`src/rtl/core/gfws_pkg.sv`:
```
`default_nettype none
package gfws_pkg;

    localparam int DATA_W   = 32;
    localparam int COEF_W   = 18;
    localparam int OPER_W   = 33;
    localparam int PROD_W   = 2 * OPER_W;
    localparam int FRAC_W   = 16;
    localparam int WIDE_W   = PROD_W - FRAC_W;
    localparam int ACC_W    = 40;
    localparam int NUM_REGS = 6;
    localparam int ADDR_W   = 5;
    localparam int PDATA_W  = 32;

    localparam logic signed [DATA_W-1:0] IMPULSE = 32'sd65536000;

    localparam logic [1:0] FUNC_STEP   = 2'd0;
    localparam logic [1:0] FUNC_READ   = 2'd1;
    localparam logic [1:0] FUNC_REINIT = 2'd2;

    localparam logic [2:0] REG_LOCAL_KEEP     = 3'd0;
    localparam logic [2:0] REG_LOCAL_SPRING   = 3'd1;
    localparam logic [2:0] REG_LOCAL_FRICTION = 3'd2;
    localparam logic [2:0] REG_LINK_KEEP      = 3'd3;
    localparam logic [2:0] REG_LINK_ACCEL     = 3'd4;
    localparam logic [2:0] REG_LINK_FRICTION  = 3'd5;

    localparam logic [1:0] ACC_HOLD = 2'd0;
    localparam logic [1:0] ACC_LOAD = 2'd1;
    localparam logic [1:0] ACC_ADD  = 2'd2;
    localparam logic [1:0] ACC_SUB  = 2'd3;

    typedef struct packed {
        logic [1:0] func;
        logic [7:0] cell_index;
    } t_cmd;

    typedef struct packed {
        logic signed [31:0] quantity;
        logic signed [31:0] change;
        logic               saturated;
    } t_result;

    typedef struct packed {
        logic signed [COEF_W-1:0] local_keep;
        logic signed [COEF_W-1:0] local_spring;
        logic signed [COEF_W-1:0] local_friction;
        logic signed [COEF_W-1:0] link_keep;
        logic signed [COEF_W-1:0] link_accel;
        logic signed [COEF_W-1:0] link_friction;
    } t_cfg;

    typedef struct packed {
        logic       mul_en;
        logic [1:0] acc_op;
    } t_mac_ctl;

    typedef struct packed {
        logic                     hit;
        logic signed [DATA_W-1:0] val;
    } t_sat;

    function automatic t_sat sat32(input logic signed [WIDE_W-1:0] v);
        t_sat r;
        if (v > WIDE_W'(64'sh7FFFFFFF)) begin
            r.hit = 1'b1;
            r.val = 32'sh7FFFFFFF;
        end else if (v < -WIDE_W'(64'sh80000000)) begin
            r.hit = 1'b1;
            r.val = 32'sh80000000;
        end else begin
            r.hit = 1'b0;
            r.val = v[DATA_W-1:0];
        end
        return r;
    endfunction

endpackage
`default_nettype wire

```
`src/rtl/core/gfws_mac.sv`:
```
`default_nettype none
module gfws_mac
    import gfws_pkg::*;
(
    input  wire logic                     i_clk,
    input  wire t_mac_ctl                 i_ctl,
    input  wire logic signed [OPER_W-1:0] i_a,
    input  wire logic signed [OPER_W-1:0] i_b,
    output logic signed [WIDE_W-1:0]      o_prod_q,
    output logic signed [ACC_W-1:0]       o_acc
);

    logic signed [PROD_W-1:0] r_prod;
    logic signed [ACC_W-1:0]  r_acc;
    logic signed [ACC_W-1:0]  w_term;

    assign o_prod_q = r_prod[PROD_W-1:FRAC_W];
    assign w_term   = o_prod_q[ACC_W-1:0];
    assign o_acc    = r_acc;

    always_ff @(posedge i_clk) begin
        if (i_ctl.mul_en) begin
            r_prod <= i_a * i_b;
        end
        case (i_ctl.acc_op)
            ACC_LOAD: r_acc <= w_term;
            ACC_ADD:  r_acc <= r_acc + w_term;
            ACC_SUB:  r_acc <= r_acc - w_term;
            default:  r_acc <= r_acc;
        endcase
    end

endmodule
`default_nettype wire

```
`config.mk`:
```
export PLATFORM = sky130hd
export DESIGN_NAME = gfws_mac
export DESIGN_NICKNAME = d
export VERILOG_FILES = /design/src/rtl/core/gfws_pkg.sv /design/src/rtl/core/gfws_mac.sv
export SDC_FILE = /design/constraint.sdc
export NUM_CORES = 2
export LEC_CHECK = 0
export ABC_AREA = 1
export BUFFER_PORTS_ARGS = -buffer_cell sky130_fd_sc_hd__buf_2
export CAP_MARGIN = 20
export CORE_UTILIZATION = 32
export DETAILED_ROUTE_END_ITERATION = 8
export PLACE_DENSITY = 0.59
export SETUP_SLACK_MARGIN = 0.1
export SLEW_MARGIN = 20
export SYNTH_ARGS = -nofsm -noshare
export SYNTH_HDL_FRONTEND = slang
export SYNTH_SLANG_ARGS = --single-unit
```
`constraint.sdc`:
```
create_clock -name i_clk -period 8.7 [get_ports i_clk]
set_input_delay 1.74 -clock i_clk [delete_from_list [all_inputs] [get_ports i_clk]]
set_output_delay 1.74 -clock i_clk [all_outputs]
set_load 0.1 [all_outputs]
```
* Word level (Yosys, flattened, before mapping)
Cells that the tools add are included.
** Storage, ports and cells
- Memories kept :: 0
- Memory bits (writable) :: 0
- Word-level logic and storage cells :: 10
- Latch bits :: 0
- Memory bits (read-only) :: 0
- Bits in registers :: 106
** Cells by class
- Div/mod/pow operators :: 0
- Add/subtract/negate cells :: 2
- Bitwise gates (word level) :: 0
- Shift operators :: 0
- Equality and inequality tests :: 3
- Reductions and logical operators :: 1
- Muxes and demuxes :: 1
- $mul :: 1
- Order comparisons :: 0
** Operator list (count)
- 40-bit case mux with 3 select lines :: 1
- 33-bit by 33-bit multiplier with 66-bit output :: 1
- 40-bit adder :: 1
- 40-bit subtractor :: 1
- 2-bit equality test, second input constant :: 2
- 3-bit nonzero test :: 1
- 2-bit by 1-bit equality test with 1-bit output, second input constant :: 1

* Longest topological paths before layout
- Depth in word-level cells :: 2
- Depth in mapped cells :: 31
- Depth with buffers taken out :: 29

* Least setup slack after synthesis
No wires, ideal clock.
- Path kind :: input port to flip-flop
- From :: in i_a[32]
- To :: reg r_prod[65] (data pin)
- Arrival time :: 8731 ps
- Path slack :: -283 ps
- Data required time :: 8448 ps
- Cell stages on the path :: 26
- Path buffers :: 2
- Path through :: clkbuf_1 > clkbuf_1 > nand2_1 > inv_1 > fa_1 > fa_1 > fa_1 > inv_1 > fa_1 > inv_1 > fa_1 > fa_1 > inv_1 > fa_1 > fa_1 > inv_1 > ha_1 > nand2_1 > nor2_1 > inv_1 > nor4_1 > nand2_1 > nor3_1 > nand2_1 > nand3_1 > nand2_1
** Between the ends
- Cells in the longest elaborated chain, start to end :: 1
** RTL lines
- from (decl) :: RTL line gfws_mac.sv:7 : input wire logic signed [OPER_W-1:0] i_a,
- 33-bit by 33-bit multiplier with 66-bit output :: RTL line gfws_mac.sv:23 : r_prod <= i_a * i_b;
- to (signal assigned) :: RTL line gfws_mac.sv:23
- to (decl) :: RTL line gfws_mac.sv:13 : logic signed [PROD_W-1:0] r_prod;
No other way between the ends.
A chain may end at the register's enable or synchronous reset.

* Final worst setup path
- From :: in i_b[9]
- To :: reg r_prod[54] (data pin)
** Between the ends
- Cells in the longest elaborated chain, start to end :: 1
** RTL lines
- from (decl) :: RTL line gfws_mac.sv:8 : input wire logic signed [OPER_W-1:0] i_b,
- 33-bit by 33-bit multiplier with 66-bit output :: RTL line gfws_mac.sv:23
No other way between the ends.

==> impl_metrics.ini <==
[logic_synthesis]
synthCells = 6241
synth_edf_count = 90
synth_cell_type_count = 36
avgSynthCellArea_um2 = 7.68
synth-main-ff-cell = edfxtp_1
netlist_area_um2 = 47900
ys_ff_latch = 90
yosys_warnings = 0
ys_seq_area_frac = 0.0564
synth_nets = 7708
async_flop_share = 0

[setup_path]
cp.arrival_ns = 8.50
crit_fanout = 12
required_ns = 8.81
path_class = in -> reg
reg2reg_slack_ns = 4.66
startpoint_type = input pin
worst_setup_path_end_kind = flip-flop

[finish]
final_area_um2 = 54700
drive_gt1_frac = 0.108
mostFrequentLayoutCell = inv_1
final_nets = 8072
fin_util = 0.369
area_growth_syn_to_layout_pct = 14.2
regArea_um2 = 2700
fillers = 15446
layout_common_cells = 1903 x inv_1, 1672 x nand2_1, 1140 x fa_1
num_antenna_cells = 0
multi_input_area_um2 = 37200

[global_route]
grt_pass1_vias = 42829
overflow = 0
grt_max_degree = 51
grt.total_usage = 0.205
grt_pass1_wl_um = 242000
antenna_found_initial = 11

[timing]
worst_clock_skew_ns = 0.0151
layout_min_cycle_time_ns = 8.39
final.setup.tns_ns = 0
fin_ws_ns = 0.314
max_freq_ghz = 0.119
period_share = 0.964
rsz0062_at_grt = yes
setup_viol = 0
hold_violations = 0
maxSlewViolCount = 0
slew_headroom = 0.269
worst_pin_slew_ns = 1.10

[cts]
cts_tree = done
numCtsBuffers = 9
cts_sinks = 90
root_buffer = clkbuf_16
insertion_delay_ns = 0.38
holdBufCountCts = 0
path_clk_slew_ns = 0.08
cts_max_level = 3
clockBufferDepth = 2

[detailed_routing]
drt_wl_total_um = 151000
initialDrtViolationCount = 2321
firstDrtPassIters = 6
wire_per_inst_um = 17.7
num_vias = 39258
via_per_inst = 4.60
drc = 0
ant_nets = 0

[floorplanning]
die_h_um = 389
die-area_um2 = 151000
die_w_um = 389
rows = 141
initial_core_util = 0.323
fp.coreArea_um2 = 148000
ios = 160

[placement]
dp_hpwl_um = 136000
gp_congestion = 0.962
portBuffers = 159
postPlaceCellArea_um2 = 54200
dp_slack_ns = -0.312

[run_status]
status = completed

[job]
maxCapViolations = 0

[min_path]
hold_class = reg -> reg
cells in the mapped netlist (2+ instances only):
| cell type | instances | area (µm²) |
|---|---|---|
| a21boi_0 | 2 | 15.0 |
| a21o_1 | 4 | 30.0 |
| a21oi_1 | 148 | 741 |
| buf_1 | 5 | 18.8 |
| buf_2 | 3 | 15.0 |
| clkbuf_1 | 263 | 987 |
| edfxtp_1 | 90 | 2700 |
| fa_1 | 1145 | 22900 |
| ha_1 | 252 | 3150 |
| inv_1 | 1908 | 7160 |
| inv_2 | 2 | 7.51 |
| nand2_1 | 1675 | 6290 |
| nand2_2 | 5 | 31.3 |
| nand3_1 | 119 | 596 |
| nand3b_1 | 13 | 97.6 |
| nand4_1 | 31 | 194 |
| nor2_1 | 292 | 1100 |
| nor2_2 | 3 | 18.8 |
| nor3_1 | 19 | 95.1 |
| nor4_1 | 10 | 62.6 |
| o211ai_1 | 2 | 15.0 |
| o21a_1 | 4 | 30.0 |
| o21ai_0 | 123 | 616 |
| o21ai_1 | 3 | 15.0 |
| o21ai_2 | 3 | 26.3 |
| o21bai_1 | 16 | 120 |
| o31ai_1 | 5 | 37.5 |
| or2_2 | 16 | 100 |
| xnor2_1 | 20 | 175 |
| xor2_1 | 54 | 473 |
registers in the layout, summed over array words and instances (netlist names):
name and cells:
o_acc 40, r_prod 50
per-stage QoR:
| stage | std cells | hold slack, ns |
|---|---|---|
| after floorplan | 6241 | 1.17 |
| after detailed placement | 8522 | 0.599 |
| final | 8540 | 0.629 |
| after CTS | 8540 | 0.620 |
| after global routing | 8540 | 0.672 |
| after global placement | 8522 | 0.616 |
layout make-up:
cell class	count	area share
Tap cell	1930	0.0441
Clock buffer	9	0.00412
Multi-Input combinational cell	3970	0.679
Clock inverter	7	0.00149
Inverter	1910	0.131
Timing Repair Buffer	624	0.0902
Sequential cell	90	0.0494
metal layers:
| layer | track usage | vias to the layer above | wire length (µm) |
|---|---|---|---|
| li1 | - | 18240 | - |
| met1 | 0.261 | 19750 | 63300 |
| met2 | 0.374 | 1040 | 76300 |
| met3 | 0.0172 | 212 | 7140 |
| met4 | 0.0495 | 16 | 4050 |
| met5 | 0 | - | 100 |
final timing paths:
check | endpoint | cells past startpoint | start
worst min register to register | o_acc[13]$_DFFE_PP_ | 2 | r_prod[29]$_DFFE_PP_
worst max register to register | o_acc[36]$_DFFE_PP_ | 21 | r_prod[16]$_DFFE_PP_
worst min-delay path | o_acc[13]$_DFFE_PP_ | 2 | r_prod[29]$_DFFE_PP_
worst max-delay path | r_prod[54]$_DFFE_PP_ | 26 | i_b[9]
worst max-delay path: stages:
cell and delay, ns:
clkbuf_4 0.26, buf_4 0.25, nand2_1 0.10, fa_1 0.51, fa_1 0.56, fa_1 0.57, inv_1 0.06, fa_1 0.50
inv_1 0.06, fa_1 0.53, inv_1 0.05, fa_1 0.46, fa_1 0.49, inv_1 0.05, fa_1 0.50, inv_1 0.05
ha_2 0.39, nand2_1 0.10, buf_4 0.15, o21ai_0 0.35, a21oi_2 0.14, o21ai_0 0.18, buf_4 0.13, nand2_1 0.09
nand4_1 0.11, nand2_1 0.10
cell families after synthesis:
logic type | count (synthesis) | synth area share
AOI/OAI and AO/OA | 312 | 0.0348
and+or+nand+nor | 2187 | 0.180
DFF | 90 | 0.0564
adders and majority gates | 1397 | 0.544
xor gates and xnor gates | 74 | 0.0135
buffers and inverters | 2181 | 0.171
repair_timing:
item | in CTS | in global routing
setup buffers | 2 | 0
pin swaps | 0 | 1
gates resized for setup | 1 | 63
setup endpoints to repair | 1 | 34
Power is left out: the tool's default activity adds up to more than one toggle a clock period on the data nets, which glitch-free logic cannot reach.
