[src/rtl/core/gfws_pkg.sv]
`default_nettype none
package gfws_pkg;

    localparam int DATA_W   = 32;
    localparam int COEF_W   = 18;
    localparam int OPER_W   = 33;
    localparam int PROD_W   = 2 * OPER_W;
    localparam int FRAC_W   = 16;
    localparam int WIDE_W   = PROD_W - FRAC_W;
    localparam int ACC_W    = 40;
    localparam int NUM_REGS = 6;
    localparam int ADDR_W   = 5;
    localparam int PDATA_W  = 32;

    localparam logic signed [DATA_W-1:0] IMPULSE = 32'sd65536000;

    localparam logic [1:0] FUNC_STEP   = 2'd0;
    localparam logic [1:0] FUNC_READ   = 2'd1;
    localparam logic [1:0] FUNC_REINIT = 2'd2;

    localparam logic [2:0] REG_LOCAL_KEEP     = 3'd0;
    localparam logic [2:0] REG_LOCAL_SPRING   = 3'd1;
    localparam logic [2:0] REG_LOCAL_FRICTION = 3'd2;
    localparam logic [2:0] REG_LINK_KEEP      = 3'd3;
    localparam logic [2:0] REG_LINK_ACCEL     = 3'd4;
    localparam logic [2:0] REG_LINK_FRICTION  = 3'd5;

    localparam logic [1:0] ACC_HOLD = 2'd0;
    localparam logic [1:0] ACC_LOAD = 2'd1;
    localparam logic [1:0] ACC_ADD  = 2'd2;
    localparam logic [1:0] ACC_SUB  = 2'd3;

    typedef struct packed {
        logic [1:0] func;
        logic [7:0] cell_index;
    } t_cmd;

    typedef struct packed {
        logic signed [31:0] quantity;
        logic signed [31:0] change;
        logic               saturated;
    } t_result;

    typedef struct packed {
        logic signed [COEF_W-1:0] local_keep;
        logic signed [COEF_W-1:0] local_spring;
        logic signed [COEF_W-1:0] local_friction;
        logic signed [COEF_W-1:0] link_keep;
        logic signed [COEF_W-1:0] link_accel;
        logic signed [COEF_W-1:0] link_friction;
    } t_cfg;

    typedef struct packed {
        logic       mul_en;
        logic [1:0] acc_op;
    } t_mac_ctl;

    typedef struct packed {
        logic                     hit;
        logic signed [DATA_W-1:0] val;
    } t_sat;

    function automatic t_sat sat32(input logic signed [WIDE_W-1:0] v);
        t_sat r;
        if (v > WIDE_W'(64'sh7FFFFFFF)) begin
            r.hit = 1'b1;
            r.val = 32'sh7FFFFFFF;
        end else if (v < -WIDE_W'(64'sh80000000)) begin
            r.hit = 1'b1;
            r.val = 32'sh80000000;
        end else begin
            r.hit = 1'b0;
            r.val = v[DATA_W-1:0];
        end
        return r;
    endfunction

endpackage
`default_nettype wire

[src/rtl/core/gfws_cfg.sv]
`default_nettype none
module gfws_cfg
    import gfws_pkg::*;
(
    input  wire logic               i_clk,
    input  wire logic               i_rst_n,
    input  wire logic               psel,
    input  wire logic               penable,
    input  wire logic               pwrite,
    input  wire logic [ADDR_W-1:0]  paddr,
    input  wire logic [PDATA_W-1:0] pwdata,
    output logic [PDATA_W-1:0]      prdata,
    output logic                    pready,
    output t_cfg                    o_cfg
);

    t_cfg r_cfg;
    logic [2:0] w_reg;
    logic signed [COEF_W-1:0] w_rd;

    assign w_reg  = paddr[4:2];
    assign pready = 1'b1;
    assign o_cfg  = r_cfg;

    always_ff @(posedge i_clk) begin
        if (!i_rst_n) begin
            r_cfg.local_keep     <= 18'sd65536;
            r_cfg.local_spring   <= '0;
            r_cfg.local_friction <= '0;
            r_cfg.link_keep      <= 18'sd65536;
            r_cfg.link_accel     <= 18'sd6554;
            r_cfg.link_friction  <= '0;
        end else if (psel && penable && pwrite) begin
            case (w_reg)
                REG_LOCAL_KEEP:     r_cfg.local_keep     <= pwdata[COEF_W-1:0];
                REG_LOCAL_SPRING:   r_cfg.local_spring   <= pwdata[COEF_W-1:0];
                REG_LOCAL_FRICTION: r_cfg.local_friction <= pwdata[COEF_W-1:0];
                REG_LINK_KEEP:      r_cfg.link_keep      <= pwdata[COEF_W-1:0];
                REG_LINK_ACCEL:     r_cfg.link_accel     <= pwdata[COEF_W-1:0];
                REG_LINK_FRICTION:  r_cfg.link_friction  <= pwdata[COEF_W-1:0];
                default: ;
            endcase
        end
    end

    always_comb begin
        case (w_reg)
            REG_LOCAL_KEEP:     w_rd = r_cfg.local_keep;
            REG_LOCAL_SPRING:   w_rd = r_cfg.local_spring;
            REG_LOCAL_FRICTION: w_rd = r_cfg.local_friction;
            REG_LINK_KEEP:      w_rd = r_cfg.link_keep;
            REG_LINK_ACCEL:     w_rd = r_cfg.link_accel;
            REG_LINK_FRICTION:  w_rd = r_cfg.link_friction;
            default:            w_rd = '0;
        endcase
        prdata = {{(PDATA_W-COEF_W){w_rd[COEF_W-1]}}, w_rd};
    end

endmodule
`default_nettype wire

[config.mk]
export PLATFORM = sky130hd
export DESIGN_NAME = gfws_cfg
export DESIGN_NICKNAME = d
export VERILOG_FILES = /design/src/rtl/core/gfws_pkg.sv /design/src/rtl/core/gfws_cfg.sv
export SDC_FILE = /design/constraint.sdc
export NUM_CORES = 1
export LEC_CHECK = 0
export BUFFER_PORTS_ARGS = -buffer_cell sky130_fd_sc_hd__buf_2
export CAP_MARGIN = 40
export CORE_MARGIN = 2
export CORE_UTILIZATION = 25
export CTS_BUF_LIST = sky130_fd_sc_hd__clkbuf_4 sky130_fd_sc_hd__clkbuf_8
export DETAILED_ROUTE_END_ITERATION = 10
export PLACE_DENSITY_LB_ADDON = 0.3
export SYNTH_ARGS = -nofsm -noshare
export SYNTH_HDL_FRONTEND = slang
export SYNTH_SLANG_ARGS = --single-unit
[constraint.sdc]
create_clock -name i_clk -period 2.4 [get_ports i_clk]
set_input_delay 0.48 -clock i_clk [delete_from_list [all_inputs] [get_ports i_clk]]
set_output_delay 0.48 -clock i_clk [all_outputs]
set_load 0.01 [all_outputs]
# Word level (Yosys, flattened, before mapping)
# Index checks and enable logic that the tools add are counted.
# W data, S select, Z words.
[word_totals]
register_bits = 108
output_inout_bits = 141
in_bits = 42
[op_classes]
n_eq_ne = 5
muxes = 1
n_reduce_logical = 9
[op_table]
columns = ["cell", "n"]
rows = [
  ["$pmux W18 S6", 1],
  ["$reduce_and A2 Y1", 6],
  ["$eq A3 B2 Y1 const B", 2],
  ["$eq A3 B3 Y1 const B", 2],
  ["$eq A3 B1 Y1 const B", 1],
  ["$logic_not A3 Y1", 1],
  ["$logic_and A1 B1 Y1", 2],
]

# Depth between registers and ports, before layout
[depth]
depth_word = 3
depth_mapped = 6
depth_no_buf = 3

# Least setup slack after synthesis
# Ideal clock, no wire load.
[synth_timing]
path_type = "input to output"
from = "input paddr[3]"
to = "output prdata[18]"
arrival_ps = 2141
required_ps = 1920
setup_slack_ps = -221
stages = 6
cell_sequence = "buf_2 buf_2 and2_1 a2bb2oi_1 o22ai_1 buf_4"
[synth_via]
elab_chain_cells = 2
[synth_rtl]
columns = ["item", "line_no", "source"]
rows = [
  ["start, declared", "gfws_cfg.sv:10", "input wire logic [ADDR_W-1:0] paddr,"],
  ["$eq A3 B3 Y1, or another cell as far along", "gfws_cfg.sv:47", "case (w_reg)"],
  ["$pmux W18 S6 (*)", "gfws_cfg.sv:47", ""],
  ["end, declared", "gfws_cfg.sv:12", "output logic [PDATA_W-1:0] prdata,"],
]
# Every way passes the cells marked *; elsewhere a longest branch is shown, timed or not.

# Worst setup path after layout
[layout_timing]
from = "input paddr[2]"
to = "output prdata[18]"
# Same word-level chain as after synthesis.

==> summary.txt <==
Outcome
  • Outcome: completed

Global routing
  • Met2 Usage GRT: about a quarter
  • Largest net degree at the start of global routing: 72
  • Total routing usage reported by global routing: between 10% and 20%
  • Wire length of the first global-routing pass: 24.34 mm
  • Busiest layer in global routing: met2
  • Number of global-route vias before repair: 4,012
  • Total congestion overflow after global routing: 0
  • Met3 demand-to-capacity share in global routing: 4.371%
  • Met1 global-route usage: 20.67%
  • Number of antenna violations at the first check in global routing: 0

Timing
  • Highest attainable clock frequency: around 450 MHz
  • Slew of the pin with the lowest slew margin: 698.4 ps
  • Final worst-path cycle share: between 90% and 100%
  • Total setup violations reported at the end of the flow: 0
  • Relative max-transition margin: between 50% and 60%
  • Minimum clock period: 2231 ps
  • Layout Skew: 0 ps
  • Final count of pins violating max slew: 0
  • Final number of hold-violating endpoints: 0
  • Unrepaired setup endpoints after global routing: no
  • Sum of negative setup slack: 0 ps

Worst setup path
  • Critical R2R Launch: o_cfg[26]
  • Launching element type of the critical path: primary input
  • Data required time of the worst path: 1920 ps
  • Crit path DAT: approximately 1800 ps
  • Highest net fanout along the worst path: 15
  • Crit Reg-Reg Endpoint: o_cfg[26]
  • Worst setup path category: primary input to primary output
  • Reg2Reg Depth: 2
  • Setup slack on the worst flop-to-flop path: 1700 ps
  • Type of destination of the critical path: primary output

Cells and area
  • Footprint of the flip-flops and latches: approximately 0.0022 sq mm
  • Multi-input combinational cell area: approximately 0.0025 sq mm
  • Largest register FFs: 108
  • Fraction of final layout cells sized beyond drive strength 1: 36.69%
  • Total of fill cells in the finished design: 2,084
  • Number of nets in the layout: between 700 and 800
  • Post-Route Utilization: 32.50%
  • Area growth syn-to-layout: 27.47%
  • Diodes inserted: 0

Yosys
  • Number of distinct library cell variants in the gate-level netlist after synthesis: 31
  • Area share of the largest cell type after synthesis: 43.43%
  • Post-Syn Instances: 510
  • Synthesized netlist net count: 552
  • Summed instance area of the synthesized netlist: 0.004979 sq mm
  • Sequential element share of the synthesized area: between 40% and 50%
  • Syn Area/Cell: 9.762 sq um
  • Count of synthesis-stage warnings from yosys: 0
  • Synthesized flop and latch total: 108
  • Area leader, netlist: dfxtp_1
  • Biggest area contributors in the synthesized netlist: dfxtp_1 (43%), mux2i_1 (23%), nand2_1 (9.0%)

Hold path
  • Min-Delay Path Depth: 3
  • WHS Endpoint: o_cfg[52]
  • Start point of the worst min-delay path: pwdata[16]
  • Path type of the worst min-delay path: primary input to register

Power
  • Maximum vdd ir drop: 0.3101 mV
  • Power per Cell Area: 523.9 mW/mm^2
  • Design Power: approximately 3300 uW
  • Pleak: ~0.0028 uW

Floorplan
  • Core Box Area: roughly 0.02 sq mm
  • Effective utilization at floorplan: about a quarter
  • Total Die Area: 0.02106 sq mm
  • Die X-Extent: 145.1 um
  • Floorplan die height: 145.1 um
  • Number of top-level pins: between 150 and 200
  • Rows: 51

Place
  • Gpl congestion: roughly 0.73
  • Count of input and output buffers: 165
  • Detailed-placement wirelength estimate: 11.36 mm

CTS
  • Post-CTS repair timing setup buffer count: 0
  • Clock tree from TritonCTS: yes
  • Maximum count of clock buffers along a single path: 2
  • Latest clock arrival within the worst-skew pair: about 380 ps
  • H-tree lvl count: 3
  • CTS Buf Count: 9
  • Number of hold buffers added after cts: 0
  • Clock edge transition at the registers on the reported setup and hold paths: 100 ps
  • Root buffer cell: clkbuf_8
  • Count of clock tree sinks: 108

Detailed routing
  • Drt first-iter violations: 207
  • Mean number of vias per cell: 4.495
  • Wire per inst: 17.19 um
  • Total routed wirelength: 15.99 mm
  • Number of remaining DRC errors: 0
  • ANT nets after route: 0
  • 1st-pass router iterations: 4
  • Vias post-DR: 4,180

Job
  • Max-cap violations: 0
cell usage after synthesis:
cell type	count
buf_6	3
buf_4	20
o32ai_1	7
or3_1	1
dfxtp_1	108
a2bb2oi_1	2
or2_2	1
mux4_2	2
inv_1	15
conb_1	1
nand4_1	1
buf_2	6
nor2b_1	5
a21oi_1	7
nand4b_4	1
nand2_1	119
o311ai_0	7
mux2_2	23
clkbuf_1	24
nand2b_1	3
nor2_4	3
o22ai_1	2
nor3_1	1
a221oi_1	7
a22oi_1	9
and2_1	1
mux2i_1	112
o21ai_0	9
nor2_1	2
buf_1	1
a221o_1	7
final cells by class:
cell class	count	share of cell area, %
Inverter	15	0.8872
Tap cell	265	5.225
Multi-Input combinational cell	333	38.94
Clock buffer	9	1.952
Timing Repair Buffer	194	17.67
Clock inverter	6	1.262
Sequential cell	108	34.07
through the flow:
stage               hold slack, ps  cell area [sq um]  std cells  setup slack, ps
floorplan                    487.8               4985        510            95.87
CTS                          373.5               6344        930            50.44
global route                 383.7               6346        930            49.32
global placement             453.5               6140        915            61.21
finish                       405.1               6346        930            168.8
detailed placement           460.5               6140        915            59.92
cell usage in the layout, fill, tap and decap left out, types with 3 or more instances in the layout:
| master | Yosys | routed |
|---|---|---|
| nand2b_1 | 3 | 3 |
| buf_2 | 6 | 164 |
| clkbuf_8 | 0 | 9 |
| nor2b_1 | 5 | 4 |
| nor2_4 | 3 | 3 |
| a21oi_1 | 7 | 7 |
| o311ai_0 | 7 | 7 |
| dfxtp_1 | 108 | 108 |
| a221oi_1 | 7 | 7 |
| mux2i_1 | 112 | 112 |
| nand2_1 | 119 | 119 |
| buf_12 | 0 | 6 |
| clkinv_2 | 0 | 4 |
| a22oi_1 | 9 | 9 |
| a221o_1 | 7 | 7 |
| o32ai_1 | 7 | 7 |
| inv_1 | 15 | 15 |
| mux2_2 | 23 | 23 |
| buf_4 | 20 | 24 |
| o21ai_0 | 9 | 9 |
what timing repair did:
item / CTS / global route
resized for setup: 0 / 1
hold endpoints to repair: 0 / 0
endpoints found under the setup margin: 0 / 1
worst max-delay path, cell delays in order:
cell and delay [ps]:
buf_2 200, buf_12 170, mux2_2 340, a22oi_1 170
o22ai_2 190, buf_2 190
report_power, final:
part	leakage (uW)	switching, uW	internal [uW]	total [uW]
combinational	0.00186	193	116	309
sequential	0.000871	11.1	1800	1820
clock	0.000109	624	576	1200
worst max-delay path by stage:
stage	from	endpoint	slack [ps]	depth (start not counted)
2_1_floorplan	paddr[3]	prdata[18]	100	6
3_3_place_gp	paddr[4]	prdata[13]	60	5
3_5_place_dp	paddr[4]	prdata[13]	60	5
4_1_cts	paddr[4]	prdata[13]	50	5
5_1_grt	paddr[2]	prdata[18]	50	6
6_report	paddr[2]	prdata[18]	170	6
metal layers:
layer,vias up,wire (um)
met1,2000,7902
met3,4,813
met2,114,7216
met4,0,57
li1,2062,-
met5,-,0
cell families after synthesis:
| family | count (synthesis) | synth area share (%) |
|---|---|---|
| simple gates | 138 | 11.89 |
| mux | 137 | 28.63 |
| flops | 108 | 43.43 |
| buf+inv | 69 | 7.313 |
| compound gates | 57 | 8.670 |
| other cells | 1 | 0.07532 |
No activity file was read; power rests on OpenSTA's default activity.
